[config.mk]
export PLATFORM = sky130hd
export DESIGN_NAME = stable_priority_queue_unit
export DESIGN_NICKNAME = d
export VERILOG_FILES = /design/src/rtl/core/spq_pkg.sv /design/src/rtl/core/spq_store.sv /design/src/rtl/core/spq_seq.sv /design/src/rtl/core/stable_priority_queue_unit.sv
export SDC_FILE = /design/constraint.sdc
export NUM_CORES = 1
export LEC_CHECK = 0
export BUFFER_PORTS_ARGS = -buffer_cell sky130_fd_sc_hd__buf_2
export CAP_MARGIN = 20
export CORE_ASPECT_RATIO = 1.2
export CORE_UTILIZATION = 56
export DETAILED_ROUTE_END_ITERATION = 7
export GPL_TIMING_DRIVEN = 0
export PLACE_DENSITY = 0.76
export SLEW_MARGIN = 10
export SYNTH_ARGS = -nofsm -noshare
export SYNTH_HDL_FRONTEND = slang
export SYNTH_SLANG_ARGS = --single-unit
[constraint.sdc]
create_clock -name clock -period 3.9 [get_ports clock]
set_input_delay 0.39 -clock clock [delete_from_list [all_inputs] [get_ports clock]]
set_output_delay 0.39 -clock clock [all_outputs]
set_load 0.1 [all_outputs]
[src/rtl/core/spq_pkg.sv]
package spq_pkg;

   localparam int QUEUE_DEPTH   = 16;
   localparam int PRIORITY_BITS = 8;

   localparam int VALUE_BITS      = 32;
   localparam int IN_PRIO_BITS    = 8;
   localparam int OUT_COUNT_BITS  = 5;
   localparam int INDEX_BITS      = (QUEUE_DEPTH > 1) ? $clog2(QUEUE_DEPTH) : 1;
   localparam int COUNT_BITS      = $clog2(QUEUE_DEPTH + 1);

   localparam logic OP_PUSH = 1'b0;
   localparam logic OP_POP  = 1'b1;

   typedef struct packed {
      logic [VALUE_BITS-1:0]    value;
      logic [PRIORITY_BITS-1:0] prio;
   } entry_type;

   typedef struct packed {
      logic                  wr_en;
      logic [INDEX_BITS-1:0] wr_addr;
      entry_type             wr_entry;
      logic [INDEX_BITS-1:0] rd_addr;
   } store_cmd_type;

   typedef struct packed {
      logic                      strobe;
      logic [VALUE_BITS-1:0]     front_value;
      logic                      front_valid;
      logic [OUT_COUNT_BITS-1:0] entry_count;
      logic                      underflow;
      logic                      overflow;
   } rsp_type;

endpackage

[src/rtl/core/spq_store.sv]
module spq_store (
   input  logic                  clock,
   input  spq_pkg::store_cmd_type cmd,
   output spq_pkg::entry_type    rd_entry
);

   spq_pkg::entry_type slots [spq_pkg::QUEUE_DEPTH];
   spq_pkg::entry_type rd_entry_ff;

   // one write and one registered read per cycle
   always_ff @(posedge clock) begin
      if (cmd.wr_en) begin
         slots[cmd.wr_addr] <= cmd.wr_entry;
      end
      rd_entry_ff <= slots[cmd.rd_addr];
   end

   assign rd_entry = rd_entry_ff;

endmodule

[src/rtl/core/spq_seq.sv]
module spq_seq (
   input  logic                                   clock,
   input  logic                                   reset,
   input  logic                                   start,
   input  logic                                   opcode,
   input  logic signed [spq_pkg::VALUE_BITS-1:0]  item_value,
   input  logic [spq_pkg::IN_PRIO_BITS-1:0]       item_priority,
   input  spq_pkg::entry_type                     rd_entry,
   output logic                                   busy,
   output spq_pkg::store_cmd_type                 cmd,
   output spq_pkg::rsp_type                       rsp
);

   localparam logic [2:0] S_IDLE  = 3'd0;
   localparam logic [2:0] S_READ  = 3'd1;
   localparam logic [2:0] S_STEP  = 3'd2;
   localparam logic [2:0] S_FRONT = 3'd3;
   localparam logic [2:0] S_DONE  = 3'd4;

   localparam logic [spq_pkg::COUNT_BITS-1:0] FULL_COUNT =
      spq_pkg::COUNT_BITS'(spq_pkg::QUEUE_DEPTH);
   localparam logic [spq_pkg::COUNT_BITS-1:0] ONE =
      spq_pkg::COUNT_BITS'(1);

   logic [2:0]                         state_ff, state_in;
   logic [spq_pkg::COUNT_BITS-1:0]     count_ff, count_in;
   logic [spq_pkg::COUNT_BITS-1:0]     idx_ff, idx_in;
   logic                               op_ff, op_in;
   spq_pkg::entry_type                 new_ff, new_in;
   logic                               under_ff, under_in;
   logic                               over_ff, over_in;
   logic [spq_pkg::COUNT_BITS-1:0]     idx_dec;
   logic                               moves_back;

   assign idx_dec = idx_ff - ONE;
   // stored entry yields its slot when its priority is strictly lower
   assign moves_back = rd_entry.prio < new_ff.prio;

   always_comb begin
      state_in = state_ff;
      count_in = count_ff;
      idx_in   = idx_ff;
      op_in    = op_ff;
      new_in   = new_ff;
      under_in = under_ff;
      over_in  = over_ff;

      cmd.wr_en    = 1'b0;
      cmd.wr_addr  = idx_ff[spq_pkg::INDEX_BITS-1:0];
      cmd.wr_entry = rd_entry;
      cmd.rd_addr  = '0;

      rsp.strobe      = 1'b0;
      rsp.front_valid = (count_ff != '0);
      rsp.front_value = rsp.front_valid ? rd_entry.value : '0;
      rsp.entry_count = spq_pkg::OUT_COUNT_BITS'(count_ff);
      rsp.underflow   = under_ff;
      rsp.overflow    = over_ff;

      unique case (state_ff)
         S_IDLE: begin
            if (start) begin
               op_in          = opcode;
               new_in.value   = item_value;
               new_in.prio    = spq_pkg::PRIORITY_BITS'(item_priority);
               under_in       = 1'b0;
               over_in        = 1'b0;
               if (opcode == spq_pkg::OP_PUSH) begin
                  if (count_ff == FULL_COUNT) begin
                     over_in  = 1'b1;
                     state_in = S_FRONT;
                  end else begin
                     idx_in   = count_ff;
                     state_in = S_READ;
                  end
               end else begin
                  if (count_ff == '0) begin
                     under_in = 1'b1;
                     state_in = S_FRONT;
                  end else begin
                     idx_in   = ONE;
                     state_in = S_READ;
                  end
               end
            end
         end
         S_READ: begin
            if (op_ff == spq_pkg::OP_PUSH) begin
               cmd.rd_addr = idx_dec[spq_pkg::INDEX_BITS-1:0];
               if (idx_ff == '0) begin
                  // reached the front: drop the new entry in slot zero
                  cmd.wr_en    = 1'b1;
                  cmd.wr_entry = new_ff;
                  count_in     = count_ff + ONE;
                  state_in     = S_FRONT;
               end else begin
                  state_in = S_STEP;
               end
            end else begin
               cmd.rd_addr = idx_ff[spq_pkg::INDEX_BITS-1:0];
               if (idx_ff == count_ff) begin
                  count_in = count_ff - ONE;
                  state_in = S_FRONT;
               end else begin
                  state_in = S_STEP;
               end
            end
         end
         S_STEP: begin
            cmd.wr_en = 1'b1;
            if (op_ff == spq_pkg::OP_PUSH) begin
               if (moves_back) begin
                  idx_in   = idx_dec;
                  state_in = S_READ;
               end else begin
                  cmd.wr_entry = new_ff;
                  count_in     = count_ff + ONE;
                  state_in     = S_FRONT;
               end
            end else begin
               cmd.wr_addr = idx_dec[spq_pkg::INDEX_BITS-1:0];
               idx_in      = idx_ff + ONE;
               state_in    = S_READ;
            end
         end
         S_FRONT: begin
            cmd.rd_addr = '0;
            state_in    = S_DONE;
         end
         S_DONE: begin
            rsp.strobe = 1'b1;
            state_in   = S_IDLE;
         end
         default: begin
            state_in = S_IDLE;
         end
      endcase
   end

   always_ff @(posedge clock) begin
      if (reset) begin
         state_ff <= S_IDLE;
         count_ff <= '0;
      end else begin
         state_ff <= state_in;
         count_ff <= count_in;
      end
      idx_ff   <= idx_in;
      op_ff    <= op_in;
      new_ff   <= new_in;
      under_ff <= under_in;
      over_ff  <= over_in;
   end

   assign busy = (state_ff != S_IDLE);

endmodule

[src/rtl/core/stable_priority_queue_unit.sv]
// Channel   Direction  Ports                                        Transfer
// request   in         start, busy, req_opcode, req_item_value,     start && !busy
//                      req_item_priority
// response  out        rsp_valid, rsp_front_value, rsp_front_valid, rsp_valid, one cycle
//                      rsp_entry_count, rsp_underflow, rsp_overflow
//
// One request at a time. A push moves each lower-priority entry back one slot,
// from the back, then writes the new entry; a pop shifts each entry behind the
// front forward one slot. Busy stays high for the whole scan: with a single
// storage read port, every entry moved costs one registered read and one write.
// The response rises at the edge where busy falls and lasts one cycle; the
// receiver cannot stall it. Synchronous active-high reset empties the queue
// at once; slot contents are never cleared and never used before written.
module stable_priority_queue_unit (
   input  logic                                          clock,
   input  logic                                          reset,
   input  logic                                          start,
   output logic                                          busy,
   input  logic                                          req_opcode,
   input  logic signed [spq_pkg::VALUE_BITS-1:0]         req_item_value,
   input  logic [spq_pkg::IN_PRIO_BITS-1:0]              req_item_priority,
   output logic                                          rsp_valid,
   output logic signed [spq_pkg::VALUE_BITS-1:0]         rsp_front_value,
   output logic                                          rsp_front_valid,
   output logic [spq_pkg::OUT_COUNT_BITS-1:0]            rsp_entry_count,
   output logic                                          rsp_underflow,
   output logic                                          rsp_overflow
);

   spq_pkg::store_cmd_type cmd;
   spq_pkg::entry_type     rd_entry;
   spq_pkg::rsp_type       seq_rsp;
   spq_pkg::rsp_type       rsp_ff;

   // sequencer: insertion scan for push, front shift for pop
   spq_seq u_seq (
      .clock         (clock),
      .reset         (reset),
      .start         (start),
      .opcode        (req_opcode),
      .item_value    (req_item_value),
      .item_priority (req_item_priority),
      .rd_entry      (rd_entry),
      .busy          (busy),
      .cmd           (cmd),
      .rsp           (seq_rsp)
   );

   // slot storage, kept in service order
   spq_store u_store (
      .clock    (clock),
      .cmd      (cmd),
      .rd_entry (rd_entry)
   );

   // hold the result in an output register so the sequencer is free
   // to take the next request while the result is on the ports
   always_ff @(posedge clock) begin
      if (reset) begin
         rsp_ff.strobe <= 1'b0;
      end else begin
         rsp_ff.strobe <= seq_rsp.strobe;
      end
      if (seq_rsp.strobe) begin
         rsp_ff.front_value <= seq_rsp.front_value;
         rsp_ff.front_valid <= seq_rsp.front_valid;
         rsp_ff.entry_count <= seq_rsp.entry_count;
         rsp_ff.underflow   <= seq_rsp.underflow;
         rsp_ff.overflow    <= seq_rsp.overflow;
      end
   end

   assign rsp_valid       = rsp_ff.strobe;
   assign rsp_front_value = rsp_ff.front_value;
   assign rsp_front_valid = rsp_ff.front_valid;
   assign rsp_entry_count = rsp_ff.entry_count;
   assign rsp_underflow   = rsp_ff.underflow;
   assign rsp_overflow    = rsp_ff.overflow;

endmodule

==> metrics.txt, run 1 <==
status finished, final reports clean; normalized max-slew margin 35.7%; Worst-Skew Late Latency 0.63 ns; CTS sink cnt 777; commonest non-fill, non-tap cell in the layout edfxtp_1; Resized cells post-CTS 0; initial antenna violation count 0; share of flip-flops with an asynchronous set or reset 0%; die span in x 211 um; Synth Area in Adders 0.639%; R2R Setup Slk 0.04 ns; static leakage power 11.1 nW; initial core utilization 56.9%; pwr dens 641 mW/mm^2; CTS Buf Count 73; # rows 91; Syn. warnings 0; Worst Hold Class input pin to register; Post-Synth Simple-Gate Area 3.51%; mux share of post-synthesis cell area 7.14%; net count after synthesis 1,725; utilization after layout 66.8%; 1st-pass router iterations 7; Avg Inst Size Synth 17.6 sq um; met3 Usage GRT 6.72%; RSZ-0062 raised after global routing yes; post-DR wirelength/cell 28.2 um; Final Hold Fails 0; DP HPWL 45.3 mm; Post-Synth XOR/XNOR Area 0.418%; Max VDD drop 374 uV; Critical Path Source Type register; GR Util met2 45.5%; Synth area leader edfxtp_1; DRC errors left 0; vias 17,000; GRT Total Usage 28.4%; Compound-Gate Fraction of Synth Area 8.42%; layout cells sized above 1 18.8%; commonest non-fill, non-tap cells in the layout edfxtp_1 (728), mux2i_1 (161), a211oi_1 (159); Boundary Pins 86; synthesized instance count 1,666; die span in y 253 um; worst path required time 4.38 ns; pin count of the biggest net entering global routing 24; Synth area leaders edfxtp_1 (74%), mux2i_1 (5.5%), a211oi_1 (4.1%); Tmin final 3.86 ns; post-DR vias/cell 6.40; first-pass GRT wire length 108 mm; busiest grt layer met2; core area 0.0516 sq mm; Post-synth EDFFs 728; FILL cells 3,225; Critical Path Fanout Max 10; Synth Register Bits 777; sequential share of the synthesized area 77.8%; clock buffer depth 3; overall routed net length 75.1 mm; Tightest Pin Transition 0.951 ns; Hold WS 0.135 ns; Clock Skew 0.0265 ns; Global Route met1 Usage 36.3%; max-cap violations 0; CTS root buf clkbuf_16; Buffers on Ports 85; placed cells 2,481; slack of the critical path 0.0449 ns; Max Clk Rate 259 MHz; vias in the first global route 17,100; DRT iter0 DRCs 2,145; Worst-path clk slew 0.06 ns; Ant. Diodes 0; H-tree Lvls 3; grt ovf 0; largest family of logic cells by synthesized area compound AO/OA/AOI/OAI gates; DIE AREA 0.0533 sq mm; Area Growth Syn to Fin 17.3%; post-synth top area share 74.5%; Finished Layout Cells 2,663; fin crit share 98.8%; Setup-failing EPs final 0; prevailing post-synth register cell edfxtp_1; crit path DAT 4.34 ns; Post-layout nets 1,964; Cell Area, Synth 0.0293 sq mm; critical path class register to register; Slew Limit Fails 0; Final GP Congestion 0.807; post-route ant nets 0; library cells used by synthesis 54; setup TNS 0 ns; pre-CTS setup slack 0.145 ns; Crit. End Element register; CTS tree yes
timing repair:
item / CTS / global route
hold buffers: 40 / 0
endpoints found under the setup margin: 0 / 103
setup buffers: 0 / 3
endpoints found under the hold margin: 40 / 0
where the power goes:
| part | switching (mW) | leakage (nW) | total [mW] | internal (mW) |
|---|---|---|---|---|
| clock network | 3.06 | 1.18 | 7.21 | 4.15 |
| registers | 0.230 | 7.00 | 10.9 | 10.6 |
| logic | 2.82 | 2.91 | 3.98 | 1.16 |
| total | 6.11 | 11.1 | 22.1 | 16.0 |
flip-flops by register name, indices dropped and copies added (netlist names), 3 cells and up:
signal,cells
u_store.slots,640
u_seq.new_ff,40
u_store.rd_entry,40
rsp_front_value,32
rsp_entry_count,5
u_seq.count_ff,5
u_seq.idx_ff,5
u_seq.state_ff,3
logic make-up (layout without fill, tap and decap cells):
| logic type | count (synthesis) | in the layout |
|---|---|---|
| AND/OR/NAND/NOR | 171 | 172 |
| XOR/XNOR | 14 | 14 |
| buffers and inverters | 123 | 422 |
| flip-flops | 777 | 777 |
| multiplexers | 204 | 204 |
| adder cells (fa/ha/maj) | 15 | 15 |
| AO/OA/AOI/OAI | 362 | 362 |
worst max-delay path, stage by stage (launching register included):
cell and delay [ns]:
edfxtp_1 0.54, inv_1 0.17, ha_1 0.32, nor2b_1 0.19
xnor2_1 0.37, nor2_1 0.20, nand2_1 0.22, clkbuf_1 0.66
buf_4 0.37, a211oi_1 0.10, or4_1 0.55
final timing paths:
| kind | from | to | cells past startpoint |
|---|---|---|---|
| min | req_opcode | u_seq.op_ff$_DFFE_PP_ | 1 |
| max reg2reg | u_seq.idx_ff[0]$_DFFE_PP_ | u_store.rd_entry[33]$_DFF_P_ | 10 |
| min reg2reg | u_seq.over_ff$_SDFFCE_PP0P_ | rsp_overflow$_DFFE_PP_ | 0 |
| max | u_seq.idx_ff[0]$_DFFE_PP_ | u_store.rd_entry[33]$_DFF_P_ | 10 |
cells in the mapped netlist, drive strengths merged, types with 2 or more instances:
library cell,instances
edfxtp,728
ha,15
nor3,7
a211oi,159
nor2,38
clkbuf,33
o22ai,156
inv,18
or4,40
o21ai,14
a21oi,12
nand2,17
buf,72
a31oi,2
mux2,43
nand2b,9
xnor2,13
nand4,4
o311ai,2
mux2i,161
o22a,2
a2111oi,2
o21a,3
nor2b,37
dfxtp,49
nor3b,4
nand4b,2
and2,3
nand3b,3
or3,2
nor4,2
final cells by class:
class	count	area (sq um)	share of cell area (%)
sequential	777	22800	66.3
multi-input combinational	767	6050	17.6
clock buffer	98	2020	5.88
timing repair buffer	163	1630	4.74
tap	697	872	2.53
buffer	105	534	1.55
clock inverter	38	409	1.19
inverter	18	67.6	0.196
stage by stage:
stage | area (sq um) | total power [mW]
floorplan | 29400 | 13.4
global placement | 30700 | 14.6
detailed placement | 31500 | 14.9
CTS | 34400 | 22.0
global route | 34400 | 22.7
finish | 34400 | 22.1
routing by layer:
metal  vias to the layer above  part of all wire [%]
met1                      8405                    36
li1                       7255                     -
met5                         -                     0
met2                      1134                    48
met4                         0                   5.1
met3                       238                    11
No activity file was read; power rests on OpenSTA's default activity.
==> inputs of run 2 (changes only) <==
- CORE_UTILIZATION: 56 -> 30
- PLACE_DENSITY: 0.76 -> 0.57
==> run 2 against run 1 <==
  * Count of clock-buffer cells in the layout up 5
  * Register-to-register slack better by 0.06 ns
  * Clock power up 3.7%
  * Sequential power about the same
  * Clock skew down 0.0024 ns
  * Largest cell class unchanged
==> metrics.txt, run 2 (synthesis results as in run 1) <==
CTS root buf clkbuf_16; Clock Skew 0.0241 ns (-0.00241 ns); H-tree Lvls 3 (unchanged); normalized max-slew margin 26.4% (-9.4 points); max-cap violations 0 (unchanged); # rows 125 (+37%); DP HPWL 51.1 mm (+13%); Worst-Skew Late Latency 0.63 ns (about the same); DRC errors left 0 (unchanged); critical path class register to register; initial core utilization 30.3% (-27 points); setup TNS 0 ns (unchanged); Final GP Congestion 0.772 (-4.4%); post-route ant nets 0 (unchanged); number of flip-flops under the largest register name 640 (unchanged); pwr dens 631 mW/mm^2 (-1.5%); Worst Hold Class input pin to register; Max VDD drop 329 uV (-12%); post-DR vias/cell 5.06 (-21%); Final Hold Fails 0 (unchanged); Buffers on Ports 85 (unchanged); first-pass GRT wire length 114 mm (+5.2%); crit path DAT 4.27 ns (-0.07 ns); DRT iter0 DRCs 1,643 (-23%); 1st-pass router iterations 5 (-2); overall routed net length 79.4 mm (+5.8%); Critical Path Source Type register; static leakage power 11.2 nW (+1.2%); commonest non-fill, non-tap cells in the layout edfxtp_1 (728), mux2i_1 (161), a211oi_1 (159); FILL cells 8,921 (+180%); multi-input logic area 0.00605 sq mm (about the same); clock buffer depth 3 (unchanged); die span in x 288 um (+36%); placed cells 3,056 (+23%); die span in y 345 um (+36%); Biggest register u_store.slots; vias in the first global route 16,600 (-2.7%); RSZ-0062 raised after global routing yes; Tightest Pin Transition 1.09 ns (+0.139 ns); DP Area 0.0323 sq mm (+2.5%); Post-layout nets 1,972 (+0.41%); Area Growth Syn to Fin 20.5%; Critical Path Fanout Max 10 (unchanged); Max Clk Rate 263 MHz (+1.5%); Slew Limit Fails 0 (unchanged); GRT Total Usage 15.9% (-13 points); layout cells sized above 1 19.9% (+1.2 points); pin count of the biggest net entering global routing 23 (-4.2%); worst path required time 4.38 ns (about the same); Hold WS 0.120 ns (-0.0143 ns); commonest non-fill, non-tap cell in the layout edfxtp_1; initial antenna violation count 0 (unchanged); Tmin final 3.80 ns (-0.0571 ns); grt ovf 0 (unchanged); DIE AREA 0.0991 sq mm (+86%); CTS Buf Count 76 (+4.1%); Finished Layout Cells 3,245 (+22%); Worst-path clk slew 0.06 ns (about the same); vias 16,400 (-3.7%); Crit. End Element register; Boundary Pins 86 (unchanged); post-DR wirelength/cell 24.5 um (-13%); CTS sink cnt 777 (unchanged); fin crit share 97.4% (-1.5 points); utilization after layout 36.5% (-30 points); Ant. Diodes 0 (unchanged); core area 0.0968 sq mm (+88%); Post-Layout Inst Area 0.0354 sq mm (+2.7%); Setup-failing EPs final 0 (unchanged); status finished, final reports clean; CTS tree yes; Reg area 0.0228 sq mm (unchanged)
==> run 2: changes by cell type in the layout (fill, tap and decap cells not counted), moves of 4 or more <==
| cell | change |
|---|---|
| buf_12 | +9 |
| clkbuf_1 | -4 |
| clkbuf_16 | +6 |
| clkbuf_2 | +5 |
| clkinv_1 | -11 |
| clkinv_2 | +14 |
==> run 2: layout make-up <==
class,instances,area share [%]
clock inverters,37,1.14
flip-flops and latches,777,64.6
plain buffers,105,1.53
multi-input cells,766,17.1
repair buffers,169,4.90
inverters,18,0.191
clock buffers,103,6.08
well taps,1270,4.49
==> run 2: power by group <==
part	internal [mW]	total, mW	switching, mW	leakage [nW]
Sequential	10.6	10.9	0.212	7.00
Clock	4.37	7.48	3.11	1.26
Combinational	1.15	3.99	2.84	2.97
==> run 2: final timing paths <==
kind / start / slack, ns / depth (start not counted) / endpoint
min: req_opcode / 0.12 / 1 / u_seq.op_ff$_DFFE_PP_
max: u_seq.idx_ff[0]$_DFFE_PP_ / 0.10 / 10 / u_store.rd_entry[29]$_DFF_P_
max reg2reg: u_seq.idx_ff[0]$_DFFE_PP_ / 0.10 / 10 / u_store.rd_entry[29]$_DFF_P_
min reg2reg: u_seq.count_ff[4]$_SDFFE_PP0P_ / 0.42 / 0 / rsp_entry_count[4]$_DFFE_PP_
==> run 2: timing repair <==
item | CTS | global route
buffers inserted | 0 | 8
hold endpoints to repair | 40 | 0
hold buffers | 40 | 0
endpoints found under the setup margin | 0 | 153
resized for setup | 0 | 4
==> run 2: worst max-delay path, cell delays in order, from the launching register on <==
cell and delay [ns]:
edfxtp_1 0.54, inv_1 0.18, ha_1 0.32, nor2b_1 0.18, xnor2_1 0.39, nor2_1 0.20, nand2_1 0.23, clkbuf_1 0.63
buf_4 0.35, a211oi_1 0.06, or4_1 0.55
==> run 2: layer usage <==
layer	GRT usage (%)	part of all wire [%]	vias to the layer above
li1	-	-	7278
met1	20.9	42	8401
met2	26.9	49	615
met3	2.28	6.1	113
met4	5.12	2.4	0
met5	0	0	-
==> run 2: through the flow <==
stage / setup WS [ns] / power [mW]
2_1_floorplan: -0.200 / 13.4
3_3_place_gp: -2.79 / 14.7
3_5_place_dp: 0.0848 / 15.0
4_1_cts: 0.0396 / 22.5
5_1_grt: -0.102 / 23.1
6_report: 0.102 / 22.3
==> inputs of run 3 (changes only) <==
- PLACE_DENSITY: 0.57 -> 0.5
- SKIP_CTS_REPAIR_TIMING: unset -> 1
==> run 3 against run 2 <==
  * Cell area grew 0.47%
  * Combinational power grew 2%
  * Core utilization grew 0.17 points
  * Sequential cell count is the same
  * Maximum frequency grew 2.4%
  * Register-to-register slack gained 0.09 ns
  * Die area is the same
  * Non-clock buffer count grew 3
  * Setup slack gained 0.091 ns
  * First-iteration DRC count shrank 15%
  * Critical endpoint is now u_store.slots[13][6]$_DFFE_PP_
  * Largest cell class unchanged
  * Largest power group unchanged
==> metrics.txt, run 3 (synthesis results as in run 1) <==
switching fraction of total power 27.9% (+0.32 points); number of flip-flops under the largest register name 640 (unchanged); 1st-pass router iterations 6 (+1); CTS root buf clkbuf_16; Worst-path clk slew 0.06 ns (about the same); Comb pwr share 17.9% (about the same); Tmin final 3.71 ns (-0.0905 ns); FILL cells 8,961 (+0.45%); Biggest register u_store.slots; setup TNS 0 ns (unchanged); first-pass GRT wire length 119 mm (+4.0%); DP Area 0.0324 sq mm (+0.34%); DRC errors left 0 (unchanged); max-cap violations 0 (unchanged); Final Hold Fails 0 (unchanged); DP HPWL 53.0 mm (+3.8%); pwr dens 638 mW/mm^2 (+1.1%); initial core utilization 30.3% (unchanged); die span in y 345 um (unchanged); Post-layout nets 1,979 (+0.35%); clock buffer depth 3 (unchanged); CTS sink cnt 777 (unchanged); Setup-failing EPs final 0 (unchanged); vias in the first global route 16,700 (+0.37%); clock network power share 34.1% (+0.6 points); grt ovf 0 (unchanged); die span in x 288 um (unchanged); CTS tree yes; pin count of the biggest net entering global routing 21 (-8.7%); worst path required time 4.22 ns (-0.16 ns); CP Launch Point u_seq.op_ff$_DFFE_PP_; Seq pwr share 48.0% (-0.6 points); R2R Setup Slk 0.19 ns (+0.09 ns); Clock Skew 0.0332 ns (+0.00914 ns); Tightest Pin Transition 1.06 ns (-0.0328 ns); commonest non-fill, non-tap cells in the layout edfxtp_1 (728), mux2i_1 (161), a211oi_1 (159); Reg2Reg Launch Point u_seq.op_ff$_DFFE_PP_; Critical Path Source Type register; FF-to-FF End u_store.slots[13][6]$_DFFE_PP_; Ant. Diodes 0 (unchanged); DIE AREA 0.0991 sq mm (unchanged); Max Clk Rate 270 MHz (+2.4%); Worst path slowest cell nor2_4; RSZ-0062 raised after global routing no; CTS Buf Count 80 (+5.3%); Worst-Skew Late Latency 0.65 ns (+0.02 ns); placed cells 3,062 (+0.20%); vias 16,400 (+0.26%); DRT iter0 DRCs 1,399 (-15%); Worst Hold Class input pin to register; Pint 16.3 mW (+1.2%); utilization after layout 36.7% (+0.17 points); fin crit share 95.1% (-2.3 points); static leakage power 11.3 nW (+0.48%); Finished Layout Cells 3,258 (+0.40%); initial antenna violation count 0 (unchanged); status finished, final reports clean; H-tree Lvls 3 (unchanged); overall routed net length 83.7 mm (+5.5%); post-DR vias/cell 5.05 (-0.14%); Max VDD drop 338 uV (+2.8%); P_sw 6.34 mW (+2.8%); crit path capture u_store.slots[13][6]$_DFFE_PP_; critical path class register to register; Buffers on Ports 85 (unchanged); Crit. End Element register; Register-to-Register Path Depth 8 (-2); commonest non-fill, non-tap cell in the layout edfxtp_1; Critical Path Fanout Max 20 (+10); Largest stage delay, worst path 0.63 ns (about the same); GRT Total Usage 16.8% (+0.92 points); Boundary Pins 86 (unchanged); Slew Limit Fails 0 (unchanged); normalized max-slew margin 28.9% (+2.5 points); post-DR wirelength/cell 25.7 um (+5.1%); multi-input logic area 0.00605 sq mm (about the same); Tot Pwr 22.7 mW (+1.6%); core area 0.0968 sq mm (unchanged); Reg area 0.0228 sq mm (unchanged); # rows 125 (unchanged); layout cells sized above 1 19.8% (-0.13 points); crit path DAT 4.03 ns (-0.24 ns); Post-Layout Inst Area 0.0355 sq mm (+0.47%); Final GP Congestion 0.753 (-2.4%); post-route ant nets 0 (unchanged); worst-path cell chain clkbuf_1, inv_1, ha_1, clkbuf_1, a21oi_1, nand2b_1, nor2_4, buf_12; Area Growth Syn to Fin 21.1%; most frequent CP cell clkbuf_1
run 3: critical path: cells and delay by family, from the launching register on:
kind | cells | cell delay [ns]
DFF | 1 | 0.50
and+or+nand+nor | 2 | 1.02
adders and majority gates | 1 | 0.39
buffers and inverters | 4 | 1.26
AOI/OAI and AO/OA | 1 | 0.22
run 3: how the worst min path moves through the flow:
stage | start | slack [ns] | endpoint | depth (start not counted)
2_1_floorplan | u_seq.over_ff$_SDFFCE_PP0P_ | 0.40 | rsp_overflow$_DFFE_PP_ | 0
4_1_cts | req_item_value[9] | -0.11 | u_seq.new_ff[17]$_DFFE_PP_ | 1
6_report | reset | 0.13 | u_seq.count_ff[3]$_SDFFE_PP0P_ | 3
3_5_place_dp | u_seq.under_ff$_SDFFCE_PN0P_ | 0.41 | rsp_underflow$_DFFE_PP_ | 0
3_3_place_gp | u_seq.under_ff$_SDFFCE_PN0P_ | 0.40 | rsp_underflow$_DFFE_PP_ | 0
5_1_grt | req_opcode | 0.12 | u_seq.op_ff$_DFFE_PP_ | 1
run 3: power by group through the flow:
stage | clock (mW) | combinational (mW) | sequential, mW
after floorplan | 0 | 2.36 | 11.0
after global placement | 0 | 3.75 | 11.1
after detailed placement | 0 | 4.04 | 11.0
after CTS | 7.89 | 4.06 | 10.9
after global routing | 8.22 | 4.38 | 10.9
final | 7.74 | 4.07 | 10.9
run 3: through the flow:
stage	hold slack [ns]	setup slack (ns)
6_report	0.126	0.193
5_1_grt	0.120	0.0181
4_1_cts	-0.114	0.0499
3_5_place_dp	0.407	0.0827
3_3_place_gp	0.402	-3.13
2_1_floorplan	0.400	-0.200
run 3: final cells by class:
type,instances,share of cell area [%]
flip-flops and latches,777,64.3
multi-input cells,766,17.0
clock buffers,120,6.49
repair buffers,172,5.03
well taps,1270,4.47
plain buffers,105,1.51
clock inverters,30,1.02
inverters,18,0.190
run 3: layer usage:
| metal | GRT usage, % | routed length (um) | vias to the layer above |
|---|---|---|---|
| met1 | 22.2 | 36300 | 8477 |
| met4 | 5.90 | 2270 | 0 |
| met3 | 2.74 | 4950 | 125 |
| met5 | 0 | 0 | - |
| met2 | 27.9 | 40200 | 546 |
| li1 | - | - | 7301 |
